`src/lfws_pkg.sv`:
```
`default_nettype none
package lfws_pkg;

  localparam logic [1:0] CMD_MEAS = 2'd0;
  localparam logic [1:0] CMD_TICK = 2'd1;
  localparam logic [1:0] CMD_ACT  = 2'd2;

  localparam logic [7:0] ACT_BWD = 8'd3;
  localparam logic [7:0] ACT_FWD = 8'd4;

  localparam logic [1:0] DIR_NONE = 2'd0;
  localparam logic [1:0] DIR_FWD  = 2'd1;
  localparam logic [1:0] DIR_BWD  = 2'd2;

  localparam logic [2:0] REG_SPEED_MAX   = 3'd0;
  localparam logic [2:0] REG_STEER_GAIN  = 3'd1;
  localparam logic [2:0] REG_SENSOR_OFF  = 3'd2;
  localparam logic [2:0] REG_WHEEL_SCALE = 3'd3;
  localparam logic [2:0] REG_WHEEL_MAX   = 3'd4;
  localparam logic [2:0] REG_WHEEL_MIN   = 3'd5;
  localparam logic [2:0] REG_TRAVEL_DIR  = 3'd6;
  localparam logic [2:0] REG_INIT_TARGET = 3'd7;

  localparam int CFG_IDX_W  = 3;
  localparam int CFG_DATA_W = 16;

  localparam logic [7:0] LINE_GOOD_MASK   = 8'b0000_0001;
  localparam logic [7:0] TRACK_LEVEL_MASK = 8'b0000_1110;
  localparam logic [6:0] SLOW_PCT = 7'd35;
  localparam logic [6:0] FULL_PCT = 7'd100;

  // Length of the shared iteration loop, in steps. The 24-bit product
  // |speed_max| * percent is held here while the loop runs.
  localparam int DIV_BITS = 24;
  localparam int CNT_W    = 5;
  localparam logic [CNT_W-1:0] LAST_STEP = CNT_W'(DIV_BITS - 1);
  // Division by 100 is a multiply by ceil(2^29 / 100) and a shift by 29. The
  // quotient is exact for every dividend below 2^29 / 88, far above 100 * 2^15.
  localparam logic [22:0] PCT_RECIP = 23'd5368710;
  localparam int PCT_SHIFT = 29;

  typedef enum logic [1:0] {
    MUL_VS = 2'd0,
    MUL_GA = 2'd1,
    MUL_L  = 2'd2,
    MUL_R  = 2'd3
  } mul_sel_t;

  typedef struct packed {
    logic             meas_load;
    logic             act_load;
    logic             cordic_en;
    logic             div_en;
    logic [CNT_W-1:0] iter_idx;
    mul_sel_t         mul_sel;
    logic             vs_load;
    logic             fac_load;
    logic             left_store;
    logic             right_store;
    logic             emit;
  } cmd_t;

  typedef struct packed {
    logic gate;
    logic out_free;
  } stat_t;

  // atan(2^-i) in Q2.14, rounded to nearest.
  function automatic logic [13:0] atan_q14(input logic [CNT_W-1:0] i);
    logic [13:0] r;
    case (i)
      5'd0:  r = 14'd12868;
      5'd1:  r = 14'd7596;
      5'd2:  r = 14'd4014;
      5'd3:  r = 14'd2037;
      5'd4:  r = 14'd1023;
      5'd5:  r = 14'd512;
      5'd6:  r = 14'd256;
      5'd7:  r = 14'd128;
      5'd8:  r = 14'd64;
      5'd9:  r = 14'd32;
      5'd10: r = 14'd16;
      5'd11: r = 14'd8;
      5'd12: r = 14'd4;
      5'd13: r = 14'd2;
      5'd14: r = 14'd1;
      default: r = 14'd0;
    endcase
    return r;
  endfunction

endpackage
`default_nettype wire

```
`src/lfws_ctrl.sv`:
```
`default_nettype none
module lfws_ctrl #(
  parameter int ANGLE_ITERS = 14
) (
  input  wire logic            clk,
  input  wire logic            rst_n,
  input  wire logic            in_tvalid,
  input  wire logic [1:0]      in_cmd,
  output logic                 in_tready,
  output lfws_pkg::cmd_t       cmd,
  input  wire lfws_pkg::stat_t stat
);

  typedef enum logic [8:0] {
    ST_IDLE = 9'b000000001,
    ST_ITER = 9'b000000010,
    ST_MVS  = 9'b000000100,
    ST_MGA  = 9'b000001000,
    ST_FAC  = 9'b000010000,
    ST_ML   = 9'b000100000,
    ST_MR   = 9'b001000000,
    ST_FIN  = 9'b010000000,
    ST_EMIT = 9'b100000000
  } state_t;

  state_t state_r, state_nxt;
  logic [lfws_pkg::CNT_W-1:0] cnt_r, cnt_nxt;
  logic accept;

  assign in_tready = (state_r == ST_IDLE);
  assign accept    = in_tvalid && in_tready;

  always_comb begin
    state_nxt = state_r;
    cnt_nxt   = cnt_r;
    cmd       = '0;
    cmd.mul_sel  = lfws_pkg::MUL_VS;
    cmd.iter_idx = cnt_r;
    case (state_r)
      ST_IDLE: begin
        cmd.meas_load = accept && (in_cmd == lfws_pkg::CMD_MEAS);
        cmd.act_load  = accept && (in_cmd == lfws_pkg::CMD_ACT);
        if (accept && (in_cmd == lfws_pkg::CMD_MEAS)) begin
          state_nxt = ST_ITER;
          cnt_nxt   = '0;
        end else if (accept && (in_cmd == lfws_pkg::CMD_TICK)) begin
          state_nxt = ST_EMIT;
        end
      end
      ST_ITER: begin
        cmd.div_en    = 1'b1;
        cmd.cordic_en = ({27'd0, cnt_r} < 32'(ANGLE_ITERS));
        if (cnt_r == lfws_pkg::LAST_STEP) begin
          state_nxt = ST_MVS;
        end else begin
          cnt_nxt = cnt_r + 1'b1;
        end
      end
      ST_MVS: begin
        cmd.mul_sel = lfws_pkg::MUL_VS;
        state_nxt   = ST_MGA;
      end
      ST_MGA: begin
        cmd.mul_sel = lfws_pkg::MUL_GA;
        cmd.vs_load = 1'b1;
        state_nxt   = ST_FAC;
      end
      ST_FAC: begin
        cmd.fac_load = 1'b1;
        state_nxt    = ST_ML;
      end
      ST_ML: begin
        cmd.mul_sel = lfws_pkg::MUL_L;
        state_nxt   = ST_MR;
      end
      ST_MR: begin
        cmd.mul_sel    = lfws_pkg::MUL_R;
        cmd.left_store = 1'b1;
        state_nxt      = ST_FIN;
      end
      ST_FIN: begin
        cmd.right_store = 1'b1;
        state_nxt       = ST_IDLE;
      end
      ST_EMIT: begin
        cmd.emit = stat.gate && stat.out_free;
        if (!stat.gate || stat.out_free) begin
          state_nxt = ST_IDLE;
        end
      end
      default: begin
        state_nxt = ST_IDLE;
      end
    endcase
  end

  always_ff @(posedge clk) begin
    if (!rst_n) begin
      state_r <= ST_IDLE;
      cnt_r   <= '0;
    end else begin
      state_r <= state_nxt;
      cnt_r   <= cnt_nxt;
    end
  end

endmodule
`default_nettype wire

```
`config.mk`:
```
export PLATFORM = sky130hd
export DESIGN_NAME = lfws_ctrl
export DESIGN_NICKNAME = d
export VERILOG_FILES = /design/src/lfws_pkg.sv /design/src/lfws_ctrl.sv
export SDC_FILE = /design/constraint.sdc
export NUM_CORES = 1
export LEC_CHECK = 0
export ABC_CLOCK_PERIOD_IN_PS = 1400
export BUFFER_PORTS_ARGS = -buffer_cell sky130_fd_sc_hd__clkbuf_2
export CAP_MARGIN = 10
export CORE_MARGIN = 2
export CORE_UTILIZATION = 46
export CTS_CLUSTER_DIAMETER = 200
export DETAILED_ROUTE_END_ITERATION = 10
export PLACE_DENSITY = 0.82
export SYNTH_ARGS = -nofsm -noshare
export SYNTH_HDL_FRONTEND = slang
export SYNTH_SLANG_ARGS = --single-unit
```
`constraint.sdc`:
```
create_clock -name clk -period 1.4 [get_ports clk]
set_input_delay 0.14 -clock clk [delete_from_list [all_inputs] [get_ports clk]]
set_output_delay 0.14 -clock clk [all_outputs]
set_load 0.03 [all_outputs]
```
==> qor.csv, run 1 <==
stage,metric,value,unit
placement,placed cell count,190,
floorplanning,FP Rows,16,
timing,Worst EP kind,output port,
synth,library cells used by synthesis,48,
clocking,Clock Path Buffers,2,
synth,post-synthesis simple-gate area fraction,43.3,%
synth,Post-Synth Adder-Cell Area,1.31,%
floorplanning,Initial Util,48.7,%
synth,Synth Warn #,0,
placement,pre-CTS setup slack,-0.260,ns
clocking,clk root buf,clkbuf_4,
floorplanning,Ports,24,
clocking,Num Clock Sinks,14,
clocking,CTS Hold Bufs,0,
status,Tool Error,"[ERROR DPL-0038] Utilization greater than 100%, impossible to legalize",
synth,Yosys reg bits,14,
clocking,H-tree levels,1,
status,Stopped at,global routing,
synth,xor-xnor portion of the synthesized cell area,2.75,%
synth,Synth async-reset ratio,0,%
placement,port bufs,23,
synth,dominant synthesized flop cell,dfxtp_1,
synth,largest family of logic cells by synthesized area,simple AND/OR/NAND/NOR gates,
synth,number of flops mapped to enable cells by yosys,0,
floorplanning,height of the die,49.6,um
synth,Post-Synthesis Cells,115,
clocking,total CTS buffers,3,
synth,compound-gate portion of the synthesized area,14.8,%
synth,multiplexer area fraction after synthesis,0,%
timing,post-GRT worst EP,cmd[2],
placement,DPL Wire Length,2.22,mm
synth,Syn Area/Cell,8.30,um^2
global_routing,largest net degree at the start of global routing,13,
synth,mapped cell area,955,um^2
synth,sequential share of the synthesized area,29.4,%
synth,syn_nets,123,
status,status,stopped before the end,
placement,Final Wtd Congestion,0.887,
floorplanning,Die W,49.6,um
-- kinds of logic after synthesis --
| kind of cell | after synthesis |
|---|---|
| buffers and inverters | 15 |
| adder cells (fa/ha/maj) | 1 |
| XOR/XNOR | 3 |
| AO/OA/AOI/OAI | 20 |
| flip-flops | 14 |
| AND/OR/NAND/NOR | 62 |
-- cells in the mapped netlist, types with 2 or more instances --
library cell | n | area share, %
nor3b_1 | 5 | 3.9
buf_2 | 4 | 2.1
buf_6 | 2 | 2.4
nor3_2 | 2 | 2.1
a22oi_1 | 2 | 1.6
dfxtp_1 | 14 | 29
nand4b_1 | 2 | 1.8
nand3_1 | 2 | 1.0
clkbuf_1 | 2 | 0.79
or3_1 | 3 | 2.0
and3_1 | 7 | 4.6
nor2b_1 | 3 | 2.0
nor4b_1 | 2 | 1.8
nor2_1 | 8 | 3.1
nor4_1 | 5 | 3.3
o21ai_0 | 2 | 1.0
nor3_1 | 4 | 2.1
a21oi_1 | 5 | 2.6
a311oi_1 | 2 | 1.8
nand2_1 | 6 | 2.4
xor2_1 | 2 | 1.8
inv_1 | 5 | 2.0
-- through the flow --
step	util (%)	instance area [um^2]
after detailed placement	71.8	1410
after CTS	91.8	1800
after floorplan	-	1070
after global placement	71.8	1410
-- repair_timing --
item	4_1_cts
gates resized for setup	63
setup endpoints to repair	23
pin swaps	11
gates cloned	1
buffers inserted	10
==> run 2: changes to the inputs <==
ABC_CLOCK_PERIOD_IN_PS = 1800   (was 1400)
CORE_AREA = 2 2 63 65   (was default)
CORE_MARGIN = default   (was 2)
CORE_UTILIZATION = default   (was 46)
CTS_CLUSTER_DIAMETER = default   (was 200)
DIE_AREA = 0 0 65 67   (was default)
PLACE_DENSITY = default   (was 0.82)
PLACE_DENSITY_LB_ADDON = 0.15   (was default)
clock period = 1.8 ns   (was 1.4 ns; I/O delays follow)
==> run 2 against run 1 <==
Compared with the run above: synthesized cell count unchanged; the flow now finishes, with violations (negative setup slack); area after synthesis did not move.
==> qor.csv, run 2 <==
stage,metric,value,unit,change
status,status,"complete, but fails checks",,was stopped before the end
status,failing checks,negative setup slack,,
synth,Synth async-reset ratio,0,%,unchanged
floorplanning,Core Region,0.00361,mm^2,
synth,Synth area leaders,"dfxtp_1 (29%), and3_1 (4.6%), nor3b_1 (3.9%), nor4_1 (3.3%), nor2_1 (3.1%)",,unchanged
routing,DRT Pass-1 Iters,4,,
finish,Fillers,386,,
clocking,clk_lat worst skew,0.25,ns,
global_routing,most used routing layer,met2,,
pwr,Pleak,0.621,nW,
synth,cell taking the most area after synthesis,dfxtp_1,,unchanged
worst_setup_path,kind of critical path,reg -> out,,
pwr,total power,0.000976,W,
placement,DPL Wire Length,2.10,mm,was 2.22 mm
routing,first-iteration detailed-routing DRC count,47,,
finish,max reg flops,9,,
timing,Setup Viol. Count Final,6,,
synth,Post-Synthesis Cells,115,,unchanged
floorplanning,height of the die,67,um,was 49.6 um
global_routing,met3 Use GR,3.38,%,
synth,top post-synthesis cells by count,"dfxtp_1 (14), nor2_1 (8), and3_1 (7)",,unchanged
timing,Max transition margin,70.2,%,
finish,Antenna diodes,0,,
synth,most frequent cell after synthesis,dfxtp_1,,unchanged
global_routing,number of global-route vias before repair,1010,,
floorplanning,die area,0.00436,mm^2,
worst_setup_path,CP required,1.62,ns,
worst_setup_path,CP arrival,1.69,ns,
finish,"most common cell after layout, fill and taps aside",buf_4,,
floorplanning,Ports,24,,unchanged
placement,port bufs,23,,unchanged
pwr,Peak VDD IR,0.626,mV,
clocking,H-tree levels,1,,unchanged
timing,Max Freq,535,MHz,
global_routing,initial antenna violation count,0,,
synth,mapped cell area,955,um^2,unchanged
finish,largest registers,"state_r: 9 flops, cnt_r: 5 flops",,
placement,Final Wtd Congestion,0.778,,was 0.887
synth,Yosys reg bits,14,,unchanged
finish,final core occ,40.7,%,
clocking,CTS Hold Bufs,0,,unchanged
clocking,clk root buf,clkbuf_8,,was clkbuf_4
timing,Clock Skew,0.00422,ns,
placement,placed cell count,195,,was 190
global_routing,M2 GR Usage,23.7,%,
floorplanning,Initial Util,26.5,%,was 48.7%
routing,routed length per placed instance,13.8,um,
timing,final worst slack,-0.0703,ns,
routing,Routed WL,2.83,mm,
synth,Yosys top cell area share,29.4,%,unchanged
timing,Slew @ Worst Pin,0.447,ns,
routing,Final ANT Viol Nets,0,,
finish,Area Overhead vs Synth,53.7,%,
finish,Non-Filler Instances,205,,
placement,"Cell Area, Placed",0.00122,mm^2,was 0.00141 mm^2
timing,Tmin final,1.87,ns,
clocking,Clock Path Buffers,2,,unchanged
synth,syn_nets,123,,unchanged
worst_setup_path,crit end category,primary output,,
timing,crit share post-route,104,%,
global_routing,first-pass GRT wire length,4.67,mm,
routing,Via density,5.12,,
global_routing,Total GRT Usage,13.9,%,
routing,drc violations,0,,
worst_setup_path,crit start category,register,,
clocking,CTS tree,built,,
placement,pre-CTS setup slack,0.0670,ns,was -0.260 ns
timing,Max Transition Viols Final,0,,
global_routing,total global routing overflow,0,,
synth,Synth Warn #,0,,unchanged
run,Max-cap violations,0,,
clocking,Num Clock Sinks,14,,unchanged
timing,unrepaired setup endpoints after global routing,true,,
worst_setup_path,Worst Path Max Fanout,4,,
pwr,Power Density,665,mW/mm^2,
synth,Syn Area/Cell,8.30,um^2,unchanged
finish,Finished Cell Area,0.00147,mm^2,
clocking,total CTS buffers,3,,unchanged
synth,number of flops mapped to enable cells by yosys,0,,unchanged
finish,Biggest register,state_r,,
finish,most frequent cells in the layout,"buf_4 (23), clkbuf_2 (14), nor2_1 (7), clkbuf_8 (7), dfxtp_1 (7)",,
clocking,Worst-path clk slew,0.06,ns,
synth,sequential share of the synthesized area,29.4,%,unchanged
global_routing,met1 Usage GRT,17.4,%,
synth,dominant synthesized flop cell,dfxtp_1,,unchanged
floorplanning,FP Rows,22,,was 16
finish,storage element area,294,um^2,
synth,library cells used by synthesis,48,,unchanged
finish,area of the multi-input gates,668,um^2,
min_path,Hold WC Path Type,in -> reg,,
finish,Nets,166,,
floorplanning,Die W,65,um,was 49.6 um
finish,layout cell share with drive strength beyond 1,50.3,%,
timing,Final Hold Fails,0,,
routing,vias post-DR,1050,,
global_routing,largest net degree at the start of global routing,13,,
==> run 2: through the flow <==
stage | TNS (ns) | hold slack [ns]
global route | -0.851 | 0.223
CTS | -0.429 | 0.209
detailed placement | 0 | 0.473
global placement | 0 | 0.471
finish | -0.350 | 0.200
floorplan | -0.0234 | 0.309
==> run 2: final cells by class <==
class | count | area share, %
well taps | 48 | 4.09
repair buffers | 47 | 25.0
flip-flops and latches | 14 | 20.0
inverters | 6 | 1.62
clock buffers | 4 | 3.75
multi-input cells | 86 | 45.5
==> run 2: worst max-delay path, stage by stage, from the launching register on <==
cell and delay [ns]:
dfxtp_4 0.35, or4_4 0.57, nor3_4 0.18, and3_1 0.19, clkbuf_8 0.15
==> run 2: power by group <==
part / total, W / switching (W) / internal (W)
sequential: 0.000339 / 0.0000146 / 0.000324
combinational: 0.000324 / 0.000172 / 0.000152
clock: 0.000314 / 0.000120 / 0.000194
==> run 2: logic make-up (layout without fill, tap and decap cells) <==
logic type               after synthesis  count (layout)  share of synthesized area (%)
AO/OA/AOI/OAI                         20              20                           14.8
buffers and inverters                 15              57                           8.52
AND/OR/NAND/NOR                       62              62                           43.3
adder cells (fa/ha/maj)                1               1                           1.31
XOR/XNOR                               3               3                           2.75
flip-flops                            14              14                           29.4
==> run 2: final timing paths <==
check	start	slack (ns)	cells past startpoint	end
min reg2reg	state_r[2]	0.51	2	state_r[3]
max reg2reg	state_r[0]	0.05	7	cnt_r[1]
max	state_r[0]	-0.07	4	cmd[1]
min	rst_n	0.20	3	state_r[3]
==> run 2: routing by layer <==
| layer | wire [um] | up-vias |
|---|---|---|
| li1 | - | 520 |
| met1 | 1340 | 499 |
| met2 | 1370 | 27 |
| met3 | 94 | 4 |
| met4 | 33 | 0 |
| met5 | 0 | - |
==> run 2: timing repair <==
action,CTS,global route
gates resized for setup,28,18
pin swaps,7,4
buffers inserted,6,0
endpoints found under the setup margin,8,10
Note: power is estimated with default switching activity, not from simulation.
